===== src/hdl/ipr_pkg.sv =====
// Shared types and constants for the IPv4 range table lookup block.
// Used by ipr_front, ipr_queue, ipr_back and ip_range_table_lookup.
`timescale 1ns / 1ps
`default_nettype none

package ipr_pkg;

   localparam int unsigned IPR_TABLE_DEPTH = 16384;

   // Codes on the request type field.
   typedef enum logic {
      OP_LOAD   = 1'b0,
      OP_LOOKUP = 1'b1
   } op_type;

   // Codes on the result status field.
   typedef enum logic [1:0] {
      ST_LOADED  = 2'd0,
      ST_FULL    = 2'd1,
      ST_MATCH   = 2'd2,
      ST_NOMATCH = 2'd3
   } status_type;

   typedef struct packed {
      logic        req_type;
      logic [31:0] entry_start;
      logic [31:0] entry_end;
      logic [15:0] entry_country;
      logic [31:0] query_addr;
   } req_item_type;

   typedef struct packed {
      logic [1:0]  status;
      logic [15:0] country_code;
   } rsp_type;

   // Classified command handed from the front end to the execution side.
   typedef struct packed {
      op_type      op;
      logic [31:0] range_start;
      logic [31:0] range_last;
      logic [15:0] country;
      logic [31:0] key;
   } cmd_type;

   typedef enum logic [1:0] {
      BK_IDLE,
      BK_SEARCH,
      BK_CHECK,
      BK_FINISH
   } back_state_type;

endpackage

`default_nettype wire


===== src/hdl/ipr_front.sv =====
// Front end of the range table lookup: input register that takes request
// beats and classifies them into load or lookup commands. Uses ipr_pkg.
`timescale 1ns / 1ps
`default_nettype none

module ipr_front
   import ipr_pkg::*;
(
   input  wire logic         clock,
   input  wire logic         reset,
   input  wire logic         req_valid,
   output logic              req_stall,
   input  wire req_item_type req_data,
   output logic              push_valid,
   input  wire logic         push_ready,
   output cmd_type           push_data
);

   logic    front_valid_ff;
   logic    front_valid_in;
   cmd_type cmd_ff;
   cmd_type cmd_in;
   logic    take;

   assign req_stall  = front_valid_ff && !push_ready;
   assign take       = req_valid && !req_stall;
   assign push_valid = front_valid_ff;
   assign push_data  = cmd_ff;

   always_comb begin
      cmd_in = cmd_ff;
      if (take) begin
         cmd_in.op          = req_data.req_type ? OP_LOOKUP : OP_LOAD;
         cmd_in.range_start = req_data.entry_start;
         cmd_in.range_last  = req_data.entry_end;
         cmd_in.country     = req_data.entry_country;
         cmd_in.key         = req_data.query_addr;
      end
   end

   always_comb begin
      if (take) begin
         front_valid_in = 1'b1;
      end else if (push_ready) begin
         front_valid_in = 1'b0;
      end else begin
         front_valid_in = front_valid_ff;
      end
   end

   always_ff @(posedge clock) begin
      if (reset) begin
         front_valid_ff <= 1'b0;
      end else begin
         front_valid_ff <= front_valid_in;
      end
   end

   always_ff @(posedge clock) begin
      cmd_ff <= cmd_in;
   end

endmodule

`default_nettype wire


===== config.mk =====
export PLATFORM = sky130hd
export DESIGN_NAME = ipr_front
export DESIGN_NICKNAME = d
export VERILOG_FILES = /design/src/hdl/ipr_pkg.sv /design/src/hdl/ipr_front.sv
export SDC_FILE = /design/constraint.sdc
export NUM_CORES = 1
export LEC_CHECK = 0
export BUFFER_PORTS_ARGS = -buffer_cell sky130_fd_sc_hd__buf_2
export CAP_MARGIN = 25
export CORE_ASPECT_RATIO = 0.75
export CORE_MARGIN = 2
export CORE_UTILIZATION = 40
export CTS_CLUSTER_SIZE = 10
export DETAILED_ROUTE_END_ITERATION = 10
export GPL_TIMING_DRIVEN = 0
export PLACE_DENSITY = 0.77
export SLEW_MARGIN = 20
export SYNTH_ARGS = -nofsm -noshare
export SYNTH_HDL_FRONTEND = slang
export SYNTH_SLANG_ARGS = --single-unit

===== constraint.sdc =====
create_clock -name clock -period 14.2 [get_ports clock]
set_clock_uncertainty 0.15 [all_clocks]
set_input_delay 2.13 -clock clock [delete_from_list [all_inputs] [get_ports clock]]
set_output_delay 2.13 -clock clock [all_outputs]
set_load 0.01 [all_outputs]

==> metrics <==
run status complete, no violations; total of cells resized after clock tree synthesis 0; cell seen most often among critical-path stages sky130_fd_sc_hd__buf_2; worst setup path class primary input to output port; arrival time at the worst endpoint 2550 ps; post-synth top area cell sky130_fd_sc_hd__edfxtp_1; M1 GR Usage 0.1754; clock transition at the register clock pins on the worst setup and hold paths after CTS 50 ps; Worst Hold Endpoint push_valid$_SDFFE_PP0P_; crit share post-route 0.3399; Min-Delay Path Class flop to flop; antenna diode count 0; Final Max Slew Viols 0; cell area power density 160.4 mW/mm^2; layout cell share with drive strength beyond 1 0.6867; DIE HEIGHT 84.35 um; startpoint of the worst hold path push_valid$_SDFFE_PP0P_; port bufs 231; die footprint 0.009374 mm^2; maximum vdd drop 0.1078 mV; cell type of the slowest stage on the worst timing path sky130_fd_sc_hd__buf_2; H-tree depth 4; initial detailed-routing violation count 129; clk_lat worst skew 390 ps; pin count of the biggest net entering global routing 32; ys async rst share 0; maximum buffer depth of the clock tree 2; final worst path period need 4827 ps; Post-synth top flop sky130_fd_sc_hd__edfxtp_1; non-filler cells in the finished layout 491; number of antenna violations at the first check in global routing 0; Post-CTS Repair Setup Buffers 0; top post-synthesis cells by area sky130_fd_sc_hd__edfxtp_1 (99%), sky130_fd_sc_hd__dfxtp_1 (0.58%), sky130_fd_sc_hd__nor2b_4 (0.40%); P_leak 0.002340 uW; detailed placement HPWL 6111 um; TritonCTS clock tree built; Syn Nets 234; Layout area overhead 56.25%; number of placed instances, taps included 459; # Max-Cap Violations 0; number of distinct library cell variants in the gate-level netlist after synthesis 5; post-place instance area 0.004802 mm^2; drt pass-1 iters 4; global placer's final weighted congestion 0.7398; die width 111.1 um; worst hold path depth 2; number of synthesis warnings 0; global routing met2 resource utilization 0.3062; average wire length per cell after detail routing 16.48 um; average cell area after synthesis 29.43 um^2; Tightest Pin Transition 785.6 ps; GRT met3 Usage 0.08375; share of synthesized area occupied by flip-flops and latches 0.9913; delay contributed by the slowest stage of the critical path 160 ps; Final Routed Wirelength 8091 um; vias per cell 4.358; clock root buffer sky130_fd_sc_hd__clkbuf_16; FP Rows 29; total DRC errors in the routed layout 0; number of storage elements in the synthesis netlist 114; Finished Cell Area 0.005380 mm^2; Post-synth EDFFs 113; Starting Density 0.4090; Core Footprint 0.008418 mm^2; total congestion overflow after global routing 0; Crit Reg-Reg Endpoint push_data[49]$_DFFE_PP_; Critical Path Fanout Max 3; total setup violations reported at the end of the flow 0; global-route wire length before repair 11810 um; vias 2140; unrepaired setup endpoints after global routing false; summed negative setup slack over all endpoints 0 ps; total clock sinks 114; hold-fix buffer count after cts 0; number of buffers added by the clock tree synthesis step 17; final design utilization 0.6391; top cell type's share of synthesized area 0.9855; cell types with the highest counts after synthesis sky130_fd_sc_hd__edfxtp_1 (113), sky130_fd_sc_hd__dfxtp_1 (1), sky130_fd_sc_hd__nor2b_1 (1), sky130_fd_sc_hd__nor2b_4 (1), sky130_fd_sc_hd__o21ba_1 (1); r2r startpoint push_valid$_SDFFE_PP0P_; worst setup slack for register-to-register paths 12150 ps; cell count of the worst reg-to-reg path 4; maximum frequency from static timing analysis 207.2 MHz; number of standard cells after synthesis 117; via count of the first global-routing pass 2185; final count of hold timing violations 0; Max-slew headroom 0.4752; final layout net count 487; dominant cell by count in the synthesized netlist sky130_fd_sc_hd__edfxtp_1; GR Util All Layers 0.1748; Startpoint Class primary input; busiest metal layer after global routing met2; number of nets with antenna violations after detailed routing 0; number of I/O pins 232; Crit path required time 11920 ps; crit end category output port; Post-Synthesis Cell Area 0.003443 mm^2; cell chain of the critical path buf_2 -> nor2b_4 -> buf_2
## critical path, delay by kind of cell
| family | cells | cell delay, ps |
|---|---|---|
| and+or+nand+nor | 1 | 150 |
| buffers and inverters | 2 | 270 |
## worst max-delay path by stage
stage	startpoint	endpoint	slack (ps)
floorplan	push_ready	push_data[0]$_DFFE_PP_	6290
global placement	push_ready	push_data[69]$_DFFE_PP_	4710
detailed placement	push_ready	req_stall	9370
CTS	push_ready	req_stall	9370
global route	push_ready	req_stall	9350
finish	push_ready	req_stall	9370
## placed cells by master, fill, tap and decap left out, drive strengths merged
cell type / count
dfxtp: 1
clkinvlp: 2
nor2b: 2
bufinv: 3
buf: 234
clkbuf: 21
o21ba: 1
edfxtp: 113
clkinv: 6
## cell families after synthesis
group / Yosys count / share of synthesized area
AOI/OAI and AO/OA: 1 / 0.002907
DFF: 114 / 0.9913
and+or+nand+nor: 2 / 0.005814
## area by class of cell
class	instances	area (um^2)
Fill cell	613	3038
Multi-Input combinational cell	3	37.54
Timing Repair Buffer	234	1216
Tap cell	108	135.1
Sequential cell	114	3413
Clock inverter	11	137.6
Clock buffer	21	440.4
## state kept, by name, summed over array words and instances (netlist names)
register    count
push_data     113
push_valid      1
## routing by layer
layer / up-vias / wire length (um)
li1: 987 / -
met1: 1009 / 2909
met2: 131 / 4251
met3: 13 / 770
met4: 0 / 160
met5: - / 0
## through the flow
| stage | hold slack, ps | setup slack [ps] | total power, uW |
|---|---|---|---|
| 5_1_grt | 510.0 | 9352 | 892.8 |
| 6_report | 488.5 | 9373 | 863.2 |
| 2_1_floorplan | 512.8 | 6294 | 426.0 |
| 4_1_cts | 493.5 | 9369 | 872.9 |
| 3_3_place_gp | 435.5 | 4710 | 460.8 |
| 3_5_place_dp | 485.7 | 9367 | 462.3 |
## power by group
group | internal [uW] | switching, uW | total, uW
Clock | 273 | 135 | 408
Combinational | 25.8 | 30.2 | 56.0
Sequential | 394 | 4.65 | 399
No activity file was read; power rests on OpenSTA's default activity.
