File: src/hdl/ipr_pkg.sv
// Shared types and constants for the IPv4 range table lookup block.
// Used by ipr_front, ipr_queue, ipr_back and ip_range_table_lookup.
`timescale 1ns / 1ps
`default_nettype none

package ipr_pkg;

   localparam int unsigned IPR_TABLE_DEPTH = 16384;

   // Codes on the request type field.
   typedef enum logic {
      OP_LOAD   = 1'b0,
      OP_LOOKUP = 1'b1
   } op_type;

   // Codes on the result status field.
   typedef enum logic [1:0] {
      ST_LOADED  = 2'd0,
      ST_FULL    = 2'd1,
      ST_MATCH   = 2'd2,
      ST_NOMATCH = 2'd3
   } status_type;

   typedef struct packed {
      logic        req_type;
      logic [31:0] entry_start;
      logic [31:0] entry_end;
      logic [15:0] entry_country;
      logic [31:0] query_addr;
   } req_item_type;

   typedef struct packed {
      logic [1:0]  status;
      logic [15:0] country_code;
   } rsp_type;

   // Classified command handed from the front end to the execution side.
   typedef struct packed {
      op_type      op;
      logic [31:0] range_start;
      logic [31:0] range_last;
      logic [15:0] country;
      logic [31:0] key;
   } cmd_type;

   typedef enum logic [1:0] {
      BK_IDLE,
      BK_SEARCH,
      BK_CHECK,
      BK_FINISH
   } back_state_type;

endpackage

`default_nettype wire

File: src/hdl/ipr_queue.sv
// Two-entry command queue between the front end and the search engine.
// Uses cmd_type from ipr_pkg.
`timescale 1ns / 1ps
`default_nettype none

module ipr_queue
   import ipr_pkg::*;
(
   input  wire logic    clock,
   input  wire logic    reset,
   input  wire logic    push_valid,
   output logic         push_ready,
   input  wire cmd_type push_data,
   output logic         pop_valid,
   input  wire logic    pop,
   output cmd_type      pop_data
);

   cmd_type    slots_ff [2];
   logic       wr_ptr_ff;
   logic       rd_ptr_ff;
   logic [1:0] level_ff;
   logic [1:0] level_in;
   logic       do_push;

   assign push_ready = (level_ff != 2'd2);
   assign pop_valid  = (level_ff != 2'd0);
   assign pop_data   = slots_ff[rd_ptr_ff];
   assign do_push    = push_valid && push_ready;

   always_comb begin
      level_in = level_ff;
      if (do_push && !pop) begin
         level_in = level_ff + 2'd1;
      end else if (!do_push && pop) begin
         level_in = level_ff - 2'd1;
      end
   end

   always_ff @(posedge clock) begin
      if (reset) begin
         wr_ptr_ff <= 1'b0;
         rd_ptr_ff <= 1'b0;
         level_ff  <= 2'd0;
      end else begin
         level_ff <= level_in;
         if (do_push) begin
            wr_ptr_ff <= !wr_ptr_ff;
         end
         if (pop) begin
            rd_ptr_ff <= !rd_ptr_ff;
         end
      end
   end

   always_ff @(posedge clock) begin
      if (do_push) begin
         slots_ff[wr_ptr_ff] <= push_data;
      end
   end

endmodule

`default_nettype wire

File: config.mk
export PLATFORM = sky130hd
export DESIGN_NAME = ipr_queue
export DESIGN_NICKNAME = d
export VERILOG_FILES = /design/src/hdl/ipr_pkg.sv /design/src/hdl/ipr_queue.sv
export SDC_FILE = /design/constraint.sdc
export NUM_CORES = 1
export LEC_CHECK = 0
export ABC_AREA = 0
export BUFFER_PORTS_ARGS = -buffer_cell sky130_fd_sc_hd__buf_2
export CORE_MARGIN = 1.5
export CORE_UTILIZATION = 52
export DETAILED_ROUTE_END_ITERATION = 12
export PLACE_DENSITY = 0.79
export SLEW_MARGIN = 20
export SYNTH_ARGS = -nofsm -noshare
export SYNTH_HDL_FRONTEND = slang
export SYNTH_SLANG_ARGS = --single-unit
File: constraint.sdc
create_clock -name clock -period 4.5 [get_ports clock]
set_clock_uncertainty 0.15 [all_clocks]
set_input_delay 0.675 -clock clock [delete_from_list [all_inputs] [get_ports clock]]
set_output_delay 0.675 -clock clock [all_outputs]
set_load 0.05 [all_outputs]
==> results.ini <==
[synthesis]
synth_adder_area_share=0.00144
synthDominantAreaCellType=sky130_fd_sc_hd__edfxtp_1
synth_instances=376
yosys-mux-area-fraction=0.177
syn-cell-area_mm2=0.00867
synth_compound_area_frac=0.00289
yosys.area_share.xor_xnor=0.00303
synth-seq-area-share=0.794
count_of_different_cell_masters_after_synthesis=21
synth_simple_gate_area_share=0.00577
postSynthNetCount=494
netlist_top_cells_area=sky130_fd_sc_hd__edfxtp_1 (78%), sky130_fd_sc_hd__mux2_4 (12%), sky130_fd_sc_hd__mux2_2 (5.6%)
synth_seq_cells=231
yosysTopAreaCellShare=0.783
post_synth.cell_area_avg_um2=23.1
ys.warnings.count=0
largest_family_of_logic_cells_by_synthesized_area=multiplexers

[detailed_routing]
drt_iter0_drc=183
detailedRoute.firstPassIterationCount=4
remaining_antenna_violation_count=0
detailroute.via_count=4353
drc=0
route.detailed.wl_per_inst_um=18.0
wl_um=15400
via_per_inst=5.06

[layout]
ff_latch_area_mm2=0.00689
multiInputGateArea_mm2=0.00165
layout.nets=741
mostFrequentLayoutCell=sky130_fd_sc_hd__buf_2
utilization=0.657
layout.cells.non_filler=860
layout-drive-gt1-share=0.603
final_cell_mix=sky130_fd_sc_hd__buf_2 (231), sky130_fd_sc_hd__edfxtp_1 (226), sky130_fd_sc_hd__mux2_4 (70)
fillerInstances=1110
synthToLayoutAreaGrowth_pct=24.3
antenna_cells=0

[clock_tree]
post-cts-setup-buffers=0
post_cts_hold_buffer_count=0
clkLatencyLatePin_ns=0.50
clock-sinks=231
htree_num_levels=1
tritoncts=built
cts_made_buffers=23
clock_tree.root_cell=sky130_fd_sc_hd__clkbuf_16
cts.reportedPaths.clkPinSlew_ns=0.06
worst_case_clock_buffer_depth=3
post_cts_resized=0

[power_and_ir_drop]
max-vdd-ir-drop_uv=413
power.density_cell_area_mw_per_mm2=526
p_leak_nw=4.19

[worst_setup_path]
regToRegSetupSlack_ns=2.19
data_required_time_at_the_worst_endpoint_ns=3.67
worst-path-max-fanout=36
crit_path_end_kind=primary output
worstPathArrival_ns=2.21
critPathLaunchType=flip-flop
startpoint_to_endpoint_class_of_the_critical_path=reg -> out

[timing]
fmax_mhz=329
period_minus_slack_ns=3.04
hold_viol=0
post-route-worst-setup-slack_ns=1.46
fin_setup_tns_ns=0
setup-violations-final=0
timing.max_slew.rel_slack=0.468
report.final.slew_viol_count=0
tightest_slew_ns=0.799
rsz0062_at_grt=no
share_of_the_clock_period_used_by_the_worst_path_after_layout=0.675

[global_routing]
grt.overflow.total=0
grt_antenna_before_repair=0
gr-usage-all-layers=0.173
grt_max_degree=62
first_global_vias=4660
first_pass_grt_wire_length_um=23700

[placed_design]
dp_hpwl_um=10100
dp_worst_setup_slack_ns=1.97
dp_cells=818
globalplace.congestion=0.770
input_output_buffers=231

[floorplanning]
ioPinCount=232
fp.dieW_um=132
starting_density=0.528
fp-row-count=47
total_die_area_mm2=0.0175
die_h_um=132
placeableCoreArea_mm2=0.0164

[status]
outcome=finished clean

[worst_hold_path]
worst_hold_path_type=in -> reg

[job]
maxCapViolations=0

==> metrics by stage <==
| stage | instance area [µm²] | power [mW] | hold WS (ns) |
|---|---|---|---|
| 3_5_place_dp | 10100 | 3.95 | 0.375 |
| 6_report | 10800 | 5.67 | 0.217 |
| 5_1_grt | 10800 | 5.87 | 0.193 |
| 3_3_place_gp | 10100 | 3.91 | 0.329 |
| 4_1_cts | 10800 | 5.73 | 0.191 |
| 2_1_floorplan | 8670 | 3.68 | 0.311 |
==> synthesized netlist by cell type <==
master / count
sky130_fd_sc_hd__a21bo_2: 1
sky130_fd_sc_hd__and2_1: 1
sky130_fd_sc_hd__xnor2_1: 1
sky130_fd_sc_hd__mux2_2: 43
sky130_fd_sc_hd__buf_2: 4
sky130_fd_sc_hd__ha_1: 1
sky130_fd_sc_hd__edfxtp_1: 226
sky130_fd_sc_hd__inv_1: 2
sky130_fd_sc_hd__dfxtp_1: 5
sky130_fd_sc_hd__or2_2: 1
sky130_fd_sc_hd__a21oi_1: 2
sky130_fd_sc_hd__buf_8: 1
sky130_fd_sc_hd__nand3b_1: 1
sky130_fd_sc_hd__mux2_4: 70
sky130_fd_sc_hd__xor2_1: 2
sky130_fd_sc_hd__nor2_1: 3
sky130_fd_sc_hd__o21ai_0: 1
sky130_fd_sc_hd__nand2b_1: 1
sky130_fd_sc_hd__or3_1: 1
sky130_fd_sc_hd__buf_6: 8
sky130_fd_sc_hd__and3_1: 1
==> worst paths after layout <==
path | endpoint | cells after the start | startpoint
setup reg to reg | slots_ff[1][28] | 3 | level_ff[0]
hold reg to reg | level_ff[1] | 2 | level_ff[1]
hold / removal | slots_ff[1][13] | 1 | push_data[13]
setup / recovery | pop_data[109] | 3 | flip-flop
==> worst max-delay path: stages (launching register included) <==
cell and delay (ns):
sky130_fd_sc_hd__dfxtp_4 0.50, sky130_fd_sc_hd__buf_4 0.56, sky130_fd_sc_hd__mux2_2 0.41, sky130_fd_sc_hd__buf_2 0.21
==> kinds of logic (layout without fill, tap and decap cells) <==
kind of cell / Yosys count / count (layout)
multiplexers: 113 / 113
flip-flops: 231 / 231
AND/OR/NAND/NOR: 9 / 9
AO/OA/AOI/OAI: 4 / 4
adder cells (fa/ha/maj): 1 / 1
XOR/XNOR: 3 / 3
buffers and inverters: 15 / 279
==> state kept, by name, indices dropped and copies added, names as in the netlist, named ones only <==
register,flops
slots_ff,226
level_ff,2
rd_ptr_ff,1
wr_ptr_ff,1
==> area by class of cell <==
| type | count | area share |
|---|---|---|
| sequential | 231 | 0.640 |
| clock buffer | 38 | 0.0642 |
| inverter | 2 | 0.000929 |
| multi-input combinational | 130 | 0.154 |
| clock inverter | 4 | 0.00244 |
| timing repair buffer | 235 | 0.114 |
| tap | 220 | 0.0256 |
==> metal layers <==
metal	part of all wire	global-route usage
met3	0.079	0.0431
met5	0	0
met2	0.51	0.306
met1	0.40	0.213
met4	0.012	0.0438
==> power by group <==
group	total, mW	internal (mW)	switching [mW]
Combinational	1.22	0.360	0.861
Sequential	2.67	2.61	0.0580
Clock	1.77	1.05	0.727
No activity file was read; power rests on OpenSTA's default activity.
